[config.mk]
export PLATFORM = sky130hd
export DESIGN_NAME = tick_timer_stopwatch_bank_top
export DESIGN_NICKNAME = d
export VERILOG_FILES = /design/src/sv/tts_pkg.sv /design/src/sv/tts_ram.sv /design/src/sv/tick_timer_stopwatch_bank_top.sv
export SDC_FILE = /design/constraint.sdc
export NUM_CORES = 2
export LEC_CHECK = 0
export ABC_AREA = 1
export CORE_MARGIN = 8
export CORE_UTILIZATION = 43
export CTS_CLUSTER_DIAMETER = 60
export DETAILED_ROUTE_END_ITERATION = 12
export DONT_BUFFER_PORTS = 1
export PLACE_DENSITY = 0.68
export RECOVER_POWER = 100
export SYNTH_ARGS = -nofsm -noshare
export SYNTH_HDL_FRONTEND = slang
export SYNTH_SLANG_ARGS = --single-unit
[constraint.sdc]
create_clock -name clk -period 12.6 [get_ports clk]
set_input_delay 2.52 -clock clk [delete_from_list [all_inputs] [get_ports clk]]
set_output_delay 2.52 -clock clk [all_outputs]
set_load 0.1 [all_outputs]
[src/sv/tts_pkg.sv]
// Shared types and constants of the tick timer with its bank of stopwatches.
package tts_pkg;

    localparam int MAX_WATCHES_DEF = 16;

    localparam int TICK_W    = 64;
    localparam int RATE_W    = 14;
    localparam int ID_W      = 8;
    localparam int SLEEP_W   = 31;
    localparam int HI_W      = 14;
    localparam int WORK_W    = TICK_W + HI_W;
    localparam int MUL_STEPS = TICK_W;
    localparam int DIV_STEPS = WORK_W;
    localparam int CNT_W     = $clog2(DIV_STEPS);

    localparam logic [RATE_W-1:0] RATE_RESET = RATE_W'(1000);
    localparam logic [RATE_W-1:0] RATE_MIN   = RATE_W'(1);
    localparam logic [RATE_W-1:0] RATE_MAX   = RATE_W'(10000);
    localparam logic [RATE_W-1:0] MS_PER_S   = RATE_W'(1000);
    localparam logic [TICK_W-1:0] ALL_ONES   = '1;

    typedef enum logic [2:0]
    {
        OP_TICK   = 3'd0,
        OP_SLEEP  = 3'd1,
        OP_CREATE = 3'd2,
        OP_START  = 3'd3,
        OP_STOP   = 3'd4,
        OP_RESET  = 3'd5,
        OP_READ   = 3'd6,
        OP_UPTIME = 3'd7
    } opcode_t;

    typedef enum logic [1:0]
    {
        ST_OK     = 2'd0,
        ST_BAD_ID = 2'd1,
        ST_FULL   = 2'd2
    } status_t;

    typedef struct packed
    {
        opcode_t              opcode;
        logic [ID_W-1:0]      watch_id;
        logic [SLEEP_W-1:0]   sleep_ms;
    } cmd_t;

    typedef struct packed
    {
        status_t              status;
        logic [TICK_W-1:0]    value;
        logic                 is_running;
    } rsp_t;

endpackage

[src/sv/tts_ram.sv]
// Generic single-port-write, single-port-read RAM with a registered read.
module tts_ram #(
    parameter int WIDTH = 8,
    parameter int DEPTH = 16
) (
    input  logic                                      clk,
    input  logic                                      we,
    input  logic [((DEPTH > 1) ? $clog2(DEPTH) : 1)-1:0] wr_addr,
    input  logic [WIDTH-1:0]                          wr_data,
    input  logic [((DEPTH > 1) ? $clog2(DEPTH) : 1)-1:0] rd_addr,
    output logic [WIDTH-1:0]                          rd_data
);

    logic [WIDTH-1:0] mem [DEPTH];

    always_ff @(posedge clk)
    begin
        if (we)
        begin
            mem[wr_addr] <= wr_data;
        end
        rd_data <= mem[rd_addr];
    end

endmodule

[src/sv/tick_timer_stopwatch_bank_top.sv]
// Top level of the tick timer with its bank of stopwatches.
//
// One command is taken at a time and gives exactly one response. A tick, a
// create, a zero-length sleep or a command with a bad id goes from idle to the
// done state, which loads the output register once it is free; start, reset,
// and a stop or read of a watch that is not running pass the RAM read state
// first. A non-zero sleep, an uptime read and (after the read state) a stop or
// read of a running watch go through one bit-serial unit that first multiplies
// by a 14-bit constant or the tick rate (64 steps, one multiplier bit a cycle),
// then divides the 78-bit product by the tick rate or by 1000 (78 restoring
// steps, one quotient bit a cycle), then passes a post state. The per-watch
// start tick, elapsed time and running flag live in one RAM with a registered
// read; a slot is cleared when it is created, so there is no clearing pass
// after reset. The tick rate may only be written while no command is in flight.
module tick_timer_stopwatch_bank_top #(
    parameter int MAX_WATCHES = tts_pkg::MAX_WATCHES_DEF
) (
    input  logic                        clk,
    input  logic                        rst_n,
    input  logic                        in_valid,
    output logic                        in_stall,
    input  tts_pkg::cmd_t               in_data,
    output logic                        out_valid,
    input  logic                        out_stall,
    output tts_pkg::rsp_t               out_data,
    input  logic                        cfg_we,
    input  logic [tts_pkg::RATE_W-1:0]  cfg_data
);

    localparam int AW    = (MAX_WATCHES > 1) ? $clog2(MAX_WATCHES) : 1;
    localparam int AC_W  = $clog2(MAX_WATCHES + 1);
    localparam int ENT_W = 1 + 2 * tts_pkg::TICK_W;
    localparam int TW    = tts_pkg::TICK_W;
    localparam int WW    = tts_pkg::WORK_W;
    localparam int RW    = tts_pkg::RATE_W;

    typedef enum logic [2:0]
    {
        S_IDLE,
        S_RD,
        S_MUL,
        S_DIV,
        S_POST,
        S_DONE
    } state_t;

    state_t                    state_reg;
    tts_pkg::opcode_t          op_reg;
    logic [AW-1:0]             id_reg;
    logic [AC_W-1:0]           alloc_reg;
    logic [TW-1:0]             ticks_reg;
    logic [RW-1:0]             rate_reg;
    logic [WW-1:0]             w_reg;
    logic [RW-1:0]             rem_reg;
    logic [tts_pkg::CNT_W-1:0] cnt_reg;
    logic [TW-1:0]             entry_start_reg;
    logic [TW-1:0]             entry_el_reg;
    tts_pkg::rsp_t             res_reg;
    tts_pkg::rsp_t             out_data_reg;
    logic                      out_valid_reg;

    logic                      ram_we;
    logic [AW-1:0]             ram_wr_addr;
    logic [ENT_W-1:0]          ram_wr_data;
    logic [ENT_W-1:0]          ram_rd_data;
    logic                      rd_running;
    logic [TW-1:0]             rd_start;
    logic [TW-1:0]             rd_elapsed;

    logic                      conv;
    logic [RW-1:0]             mul_m;
    logic [RW-1:0]             div_d;
    logic [RW:0]               mul_sum;
    logic [WW-1:0]             mul_w_next;
    logic [RW:0]               div_r;
    logic                      div_ge;
    logic [RW-1:0]             rem_next;
    logic [WW-1:0]             div_w_next;
    logic [TW-1:0]             q_sat;
    logic [TW:0]               acc_sum;
    logic [TW-1:0]             acc_sat;
    logic [TW-1:0]             span;
    logic                      bank_full;
    logic                      id_ok;
    logic [RW-1:0]             rate_next;

    tts_ram #(
        .WIDTH (ENT_W),
        .DEPTH (MAX_WATCHES)
    ) u_ram (
        .clk     (clk),
        .we      (ram_we),
        .wr_addr (ram_wr_addr),
        .wr_data (ram_wr_data),
        .rd_addr (in_data.watch_id[AW-1:0]),
        .rd_data (ram_rd_data)
    );

    assign rd_running = ram_rd_data[ENT_W-1];
    assign rd_start   = ram_rd_data[2*TW-1:TW];
    assign rd_elapsed = ram_rd_data[TW-1:0];

    assign in_stall  = (state_reg != S_IDLE);
    assign out_valid = out_valid_reg;
    assign out_data  = out_data_reg;

    assign bank_full = (alloc_reg == AC_W'(MAX_WATCHES));
    assign id_ok     = (32'(in_data.watch_id) < 32'(alloc_reg));
    assign span      = ticks_reg - rd_start;

    // A sleep multiplies by the rate and divides by 1000; a conversion to
    // milliseconds does it the other way round.
    assign conv  = (op_reg != tts_pkg::OP_SLEEP);
    assign mul_m = conv ? tts_pkg::MS_PER_S : rate_reg;
    assign div_d = conv ? rate_reg : tts_pkg::MS_PER_S;

    // Serial-parallel multiply: the low half shifts out the multiplier bits
    // and takes in product bits, the high half is the running partial sum.
    assign mul_sum    = {1'b0, w_reg[WW-1:TW]} + (w_reg[0] ? {1'b0, mul_m} : '0);
    assign mul_w_next = {mul_sum, w_reg[TW-1:1]};

    // Restoring division: one dividend bit in and one quotient bit out a cycle.
    assign div_r      = {rem_reg, w_reg[WW-1]};
    assign div_ge     = (div_r >= {1'b0, div_d});
    assign rem_next   = div_ge ? RW'(div_r - {1'b0, div_d}) : div_r[RW-1:0];
    assign div_w_next = {w_reg[WW-2:0], div_ge};

    assign q_sat   = (w_reg[WW-1:TW] != '0) ? tts_pkg::ALL_ONES : w_reg[TW-1:0];
    assign acc_sum = {1'b0, entry_el_reg} + {1'b0, q_sat};
    assign acc_sat = acc_sum[TW] ? tts_pkg::ALL_ONES : acc_sum[TW-1:0];

    always_comb
    begin
        if (cfg_data == '0)
        begin
            rate_next = tts_pkg::RATE_MIN;
        end
        else if (cfg_data > tts_pkg::RATE_MAX)
        begin
            rate_next = tts_pkg::RATE_MAX;
        end
        else
        begin
            rate_next = cfg_data;
        end
    end

    always_comb
    begin
        ram_we      = 1'b0;
        ram_wr_addr = id_reg;
        ram_wr_data = '0;
        case (state_reg)
            S_IDLE:
            begin
                if (in_valid && in_data.opcode == tts_pkg::OP_CREATE && !bank_full)
                begin
                    ram_we      = 1'b1;
                    ram_wr_addr = alloc_reg[AW-1:0];
                end
            end
            S_RD:
            begin
                if (op_reg == tts_pkg::OP_START)
                begin
                    ram_we      = 1'b1;
                    ram_wr_data = {1'b1, ticks_reg, rd_elapsed};
                end
                else if (op_reg == tts_pkg::OP_RESET)
                begin
                    ram_we = 1'b1;
                end
            end
            S_POST:
            begin
                if (op_reg == tts_pkg::OP_STOP)
                begin
                    ram_we      = 1'b1;
                    ram_wr_data = {1'b0, entry_start_reg, acc_sat};
                end
            end
            default:
            begin
                ram_we = 1'b0;
            end
        endcase
    end

    always_ff @(posedge clk or negedge rst_n)
    begin
        if (!rst_n)
        begin
            state_reg       <= S_IDLE;
            op_reg          <= tts_pkg::OP_TICK;
            id_reg          <= '0;
            alloc_reg       <= '0;
            ticks_reg       <= '0;
            rate_reg        <= tts_pkg::RATE_RESET;
            w_reg           <= '0;
            rem_reg         <= '0;
            cnt_reg         <= '0;
            entry_start_reg <= '0;
            entry_el_reg    <= '0;
            res_reg         <= '0;
            out_data_reg    <= '0;
            out_valid_reg   <= 1'b0;
        end
        else
        begin
            if (cfg_we)
            begin
                rate_reg <= rate_next;
            end

            // In S_DONE the output register is reloaded below instead.
            if (out_valid_reg && !out_stall && state_reg != S_DONE)
            begin
                out_valid_reg <= 1'b0;
            end

            case (state_reg)
                S_IDLE:
                begin
                    if (in_valid)
                    begin
                        op_reg  <= in_data.opcode;
                        id_reg  <= in_data.watch_id[AW-1:0];
                        res_reg <= '0;
                        rem_reg <= '0;
                        cnt_reg <= '0;
                        case (in_data.opcode)
                            tts_pkg::OP_TICK:
                            begin
                                ticks_reg <= ticks_reg + TW'(1);
                                state_reg <= S_DONE;
                            end
                            tts_pkg::OP_SLEEP:
                            begin
                                w_reg <= WW'(in_data.sleep_ms);
                                if (in_data.sleep_ms == '0)
                                begin
                                    state_reg <= S_DONE;
                                end
                                else
                                begin
                                    state_reg <= S_MUL;
                                end
                            end
                            tts_pkg::OP_CREATE:
                            begin
                                if (bank_full)
                                begin
                                    res_reg.status <= tts_pkg::ST_FULL;
                                end
                                else
                                begin
                                    res_reg.value <= TW'(alloc_reg);
                                    alloc_reg     <= alloc_reg + AC_W'(1);
                                end
                                state_reg <= S_DONE;
                            end
                            tts_pkg::OP_UPTIME:
                            begin
                                w_reg     <= WW'(ticks_reg);
                                state_reg <= S_MUL;
                            end
                            default:
                            begin
                                if (id_ok)
                                begin
                                    state_reg <= S_RD;
                                end
                                else
                                begin
                                    res_reg.status <= tts_pkg::ST_BAD_ID;
                                    state_reg      <= S_DONE;
                                end
                            end
                        endcase
                    end
                end

                S_RD:
                begin
                    entry_start_reg <= rd_start;
                    entry_el_reg    <= rd_elapsed;
                    w_reg           <= WW'(span);
                    case (op_reg)
                        tts_pkg::OP_START:
                        begin
                            res_reg.is_running <= 1'b1;
                            state_reg          <= S_DONE;
                        end
                        tts_pkg::OP_STOP:
                        begin
                            state_reg <= rd_running ? S_MUL : S_DONE;
                        end
                        tts_pkg::OP_READ:
                        begin
                            res_reg.value <= rd_elapsed;
                            state_reg     <= rd_running ? S_MUL : S_DONE;
                        end
                        default:
                        begin
                            state_reg <= S_DONE;
                        end
                    endcase
                end

                S_MUL:
                begin
                    w_reg <= mul_w_next;
                    if (cnt_reg == tts_pkg::CNT_W'(tts_pkg::MUL_STEPS - 1))
                    begin
                        cnt_reg   <= '0;
                        state_reg <= S_DIV;
                    end
                    else
                    begin
                        cnt_reg <= cnt_reg + tts_pkg::CNT_W'(1);
                    end
                end

                S_DIV:
                begin
                    w_reg   <= div_w_next;
                    rem_reg <= rem_next;
                    if (cnt_reg == tts_pkg::CNT_W'(tts_pkg::DIV_STEPS - 1))
                    begin
                        cnt_reg   <= '0;
                        state_reg <= S_POST;
                    end
                    else
                    begin
                        cnt_reg <= cnt_reg + tts_pkg::CNT_W'(1);
                    end
                end

                S_POST:
                begin
                    case (op_reg)
                        tts_pkg::OP_SLEEP:
                        begin
                            ticks_reg <= ticks_reg + w_reg[TW-1:0];
                        end
                        tts_pkg::OP_UPTIME:
                        begin
                            res_reg.value <= q_sat;
                        end
                        tts_pkg::OP_READ:
                        begin
                            res_reg.value      <= acc_sat;
                            res_reg.is_running <= 1'b1;
                        end
                        default:
                        begin
                            res_reg.is_running <= 1'b0;
                        end
                    endcase
                    state_reg <= S_DONE;
                end

                S_DONE:
                begin
                    if (!out_valid_reg || !out_stall)
                    begin
                        out_data_reg  <= res_reg;
                        out_valid_reg <= 1'b1;
                        state_reg     <= S_IDLE;
                    end
                end

                default:
                begin
                    state_reg <= S_IDLE;
                end
            endcase
        end
    end

endmodule

==> results list <==
- The run finished, with violations left.
- The detailed router placed 93.26k vias in this run.
- The routed design has 397100 um of wire.
- Type of the tightest min-delay check: reg -> reg
- Compared with the post-synthesis result, the final layout area differs by 10.40%.
* GR Overflow Total: 0
- Cells after synthesis: 12.15k
* Maximum VDD drop: 0.0001726 V
* Register-to-register path setup slack: 3.26 ns
* Crit path launch type: flop
- Nature of the critical path endpoint: flop
* Maximum buffer depth of the clock tree: 4
* First-pass detailed-route iteration total: 6
- Filler cell count in the final layout: 25.91k
- At the end of the flow the core is filled with cells to 0.4769.
- The tree is rooted in a sky130_fd_sc_hd__clkbuf_16.
* WP data required: 12.99 ns
- Headroom to the max-slew limit came out at -1.863.
- Area share of the largest cell type after synthesis: 0.5087
- Cell variety after synth: 56
- Number of I/O pins: 130
- Worst min-delay path startpoint: u_ram.rd_data[64]$_DFF_P_
- Via-per-instance ratio: 5.843
- After the first detailed-routing iteration, the DRC count stood at 11.81k.
- Post-route standard cell area excluding fillers: 134500 um2
- Across the routed clock network, the largest skew measured is 0.08545 ns.
* Endpoint of the lowest-slack register-to-register path: u_ram.mem[5][110]$_DFFE_PP_
- The later pin in the worst-skew pair is clocked with a latency of 0.90 ns.
- Placed Instance Area: 125900 um2
- Final weighted congestion of routability-driven global placement: 1.030
* Core Area: 282000 um2
- Count of cells resized by post-cts repair: 0
* Final Instance Count excl. Fillers: 15.96k
- Static Leakage: 51.33 nW
* Final-report setup violation count: 0
* Global-route wire length before repair: 575600 um
- The H-tree generated during clock tree synthesis spans 5 levels.
* Clk sink count: 2648
* Horizontal die dimension: 548.3 um
- After detailed routing, the number of remaining DRC violations is 0.
- Worst hold endpoint: entry_start_reg[0]$_DFFE_PN0P_
- During synthesis, Yosys emitted a total of 0 warnings.
* Top FF cell, synth: sky130_fd_sc_hd__edfxtp_1
- Fraction of layout cells with a size suffix above 1: 0.05250
- Minimum clock period: 9.344 ns
- In this run the post-CTS setup repair buffer count came out at 0.
* Count of endpoints failing hold in the final timing report: 0
- The number of placed instances, taps included, is 15.44k.
- Worst hold slack: 0.4619 ns
* Largest register FFs: 2064
* Count of final max-slew check failures: 3007
- Fin crit share: 0.7416
- Largest cells by area after synthesis: sky130_fd_sc_hd__edfxtp_1, sky130_fd_sc_hd__dfrtp_1, sky130_fd_sc_hd__o21ai_0, sky130_fd_sc_hd__nand2_1, sky130_fd_sc_hd__nor2_1
- Num CTS Buffers: 282
- For this run, the total global-route usage over all layers was measured as 0.2532.
* Clock tree from TritonCTS: yes
* Die area: 300600 um2
- At the pin with the least slew margin, the transition time is 4.294 ns.
* Mean area per synthesized cell: 10.03 um2
- Post-CTS Hold Buffers: 0
* Number of placement rows: 195
- Achievable clock frequency: 107.0 MHz
- The synthesized design contains 2064 enable-type register cells.
* Pin count of the biggest net entering global routing: 510
* Cells on Worst Hold Path: 2
- Starting density of the core: 0.4320
- Along the worst path, the maximum fanout reaches 93.
- Antenna viol nets, final: 0
- Asr flop ratio synth: 0.1718
- Setup repair after global routing left no endpoint under its margin.
- The biggest area contributor in the post-synthesis netlist is sky130_fd_sc_hd__edfxtp_1.
* Vertical die dimension: 548.3 um
* Half-perimeter wire length after detailed placement: 252800 um
- Sequential element share of the synthesized area: 0.6234
* Worst R2R Path Depth: 11
- Port buffer count: 0
- Vias in the first global route: 86.87k
* Per-cell routed wire length: 24.88 um
- Origin of the critical flop-to-flop path: state_reg[2]$_DFFE_PN0P_
- Antenna violations before repair: 20
- Synthesized cell area: 121800 um2
- When the netlist entered floorplanning its net count stood at 12.45k.
* Clock transition time at the flip-flop clock pins of the worst setup and hold paths: 0.06 ns
* Power density of the placed cells: 230.9 nW/um2
* Critical path arrival: 9.73 ns
* Setup TNS: 0 ns
- Flop and latch count out of synthesis: 2648
- Crit path kind: reg -> reg
* Max-capacitance violation count: 56
* Post-layout net count: 12.28k
- The final reports fail on max-capacitance violations, max-slew violations.
==> synth_stat cells (10+ instances only) <==
cell                       number
sky130_fd_sc_hd__a21oi_1      477
sky130_fd_sc_hd__a22o_1        36
sky130_fd_sc_hd__xor2_1        51
sky130_fd_sc_hd__buf_1         41
sky130_fd_sc_hd__nor4_1        17
sky130_fd_sc_hd__inv_1        926
sky130_fd_sc_hd__a31oi_1       56
sky130_fd_sc_hd__nor2_2        16
sky130_fd_sc_hd__o211ai_1      69
sky130_fd_sc_hd__nor3_1        48
sky130_fd_sc_hd__clkbuf_1     505
sky130_fd_sc_hd__edfxtp_1    2064
sky130_fd_sc_hd__nand2_1     2021
sky130_fd_sc_hd__o21ai_1       10
sky130_fd_sc_hd__inv_2         20
sky130_fd_sc_hd__ha_1         232
sky130_fd_sc_hd__o21bai_1      31
sky130_fd_sc_hd__nand3b_1      24
sky130_fd_sc_hd__o32ai_1       19
sky130_fd_sc_hd__o221ai_1     214
sky130_fd_sc_hd__xnor2_1       30
sky130_fd_sc_hd__dfrtp_1      449
sky130_fd_sc_hd__buf_2         77
sky130_fd_sc_hd__o21ai_0     1625
sky130_fd_sc_hd__nand3_1      389
sky130_fd_sc_hd__o22ai_1      410
sky130_fd_sc_hd__nor2_1      1855
sky130_fd_sc_hd__dfxtp_1      129
sky130_fd_sc_hd__or2_2         17
sky130_fd_sc_hd__a22oi_1       21
sky130_fd_sc_hd__nand4_1       71
sky130_fd_sc_hd__a221oi_1      31
sky130_fd_sc_hd__mux2_2        67
==> stage by stage <==
stage                     total power, mW  worst slack [ns]
after floorplan                     18.79             2.964
after CTS                           30.81             6.641
after global placement              22.52             5.708
after global routing                32.42             3.077
final                               31.06             3.256
after detailed placement            22.55             5.760
==> placed cells by master (no fill, tap or decap), types with 19 or more instances in the layout <==
cell | synthesis | routed
sky130_fd_sc_hd__a22o_1 | 36 | 36
sky130_fd_sc_hd__clkbuf_16 | 0 | 291
sky130_fd_sc_hd__a221oi_1 | 31 | 31
sky130_fd_sc_hd__o21ai_0 | 1625 | 1627
sky130_fd_sc_hd__o22ai_1 | 410 | 402
sky130_fd_sc_hd__o221ai_1 | 214 | 214
sky130_fd_sc_hd__a22oi_1 | 21 | 21
sky130_fd_sc_hd__nor3_1 | 48 | 49
sky130_fd_sc_hd__nand3b_1 | 24 | 24
sky130_fd_sc_hd__nand4_1 | 71 | 71
sky130_fd_sc_hd__buf_4 | 8 | 67
sky130_fd_sc_hd__dfxtp_1 | 129 | 129
sky130_fd_sc_hd__clkbuf_8 | 0 | 31
sky130_fd_sc_hd__o211ai_1 | 69 | 69
sky130_fd_sc_hd__clkbuf_1 | 505 | 169
sky130_fd_sc_hd__mux2_2 | 67 | 67
sky130_fd_sc_hd__edfxtp_1 | 2064 | 2064
sky130_fd_sc_hd__nand3_1 | 389 | 389
sky130_fd_sc_hd__clkinv_1 | 4 | 36
sky130_fd_sc_hd__ha_1 | 232 | 232
sky130_fd_sc_hd__nor2_1 | 1855 | 1850
sky130_fd_sc_hd__a21oi_1 | 477 | 476
sky130_fd_sc_hd__xor2_1 | 51 | 51
sky130_fd_sc_hd__inv_1 | 926 | 930
sky130_fd_sc_hd__nand2_1 | 2021 | 2025
sky130_fd_sc_hd__o32ai_1 | 19 | 19
sky130_fd_sc_hd__a31oi_1 | 56 | 56
sky130_fd_sc_hd__clkinv_2 | 0 | 36
sky130_fd_sc_hd__xnor2_1 | 30 | 30
sky130_fd_sc_hd__dfrtp_1 | 449 | 449
sky130_fd_sc_hd__o21bai_1 | 31 | 31
==> worst max-delay path: stages (launching register included) <==
cell,delay (ns)
sky130_fd_sc_hd__dfrtp_1,0.49
sky130_fd_sc_hd__inv_1,0.18
sky130_fd_sc_hd__nand2_1,0.45
sky130_fd_sc_hd__nor2_4,0.22
sky130_fd_sc_hd__clkbuf_1,2.80
sky130_fd_sc_hd__inv_1,0.48
sky130_fd_sc_hd__nand3_1,0.27
sky130_fd_sc_hd__a31oi_1,0.08
sky130_fd_sc_hd__nor2_1,0.24
sky130_fd_sc_hd__nand2_1,0.13
sky130_fd_sc_hd__nor2_1,0.70
sky130_fd_sc_hd__clkbuf_2,2.53
==> routing by layer <==
| layer | global-route usage | vias up | part of all wire |
|---|---|---|---|
| met2 | 0.3942 | 4653 | 0.44 |
| met5 | 0 | - | 0.00017 |
| met1 | 0.3516 | 45620 | 0.41 |
| met3 | 0.04620 | 724 | 0.098 |
| li1 | - | 42260 | - |
| met4 | 0.1029 | 10 | 0.046 |
==> where the power goes <==
group          internal, mW  leakage [nW]  switching [mW]
combinational          2.98          20.2            7.63
clock                  4.82          4.49            3.46
sequential             10.4          26.7            1.75
==> area by class of cell <==
cell class	instances	area, um2	area share
Clock buffer	387	7953	0.05912
Timing Repair Buffer	187	1161	0.008632
Inverter	950	3597	0.02674
Multi-Input combinational cell	7914	39860	0.2963
Tap cell	3743	4683	0.03482
Antenna cell	11	27.53	0.0002046
Clock inverter	123	1272	0.009460
Sequential cell	2648	75960	0.5647
==> cell families after synthesis <==
family          count (synthesis)  share of synthesized area
compound gates               3040                     0.1423
simple gates                 4480                     0.1465
xor+xnor                       81                   0.005823
buf+inv                      1587                    0.05036
mux                            76                   0.006932
fa+ha+maj                     237                    0.02465
flops                        2648                     0.6234
==> worst max path at each step <==
stage                             startpoint                            to  slack [ns]  cells past startpoint
floorplan                        in_data[39]    u_ram.mem[11][0]$_DFFE_PP_        2.96                     10
global placement                 in_data[39]  u_ram.mem[11][128]$_DFFE_PP_        5.71                     12
detailed placement               in_data[39]  u_ram.mem[11][116]$_DFFE_PP_        5.76                     12
CTS                              in_data[39]  u_ram.mem[11][128]$_DFFE_PP_        6.64                     12
global route                     in_data[40]         w_reg[10]$_DFFE_PN0P_        3.08                     10
finish              state_reg[2]$_DFFE_PN0P_   u_ram.mem[5][110]$_DFFE_PP_        3.26                     11
Note: power is estimated with default switching activity, not from simulation.
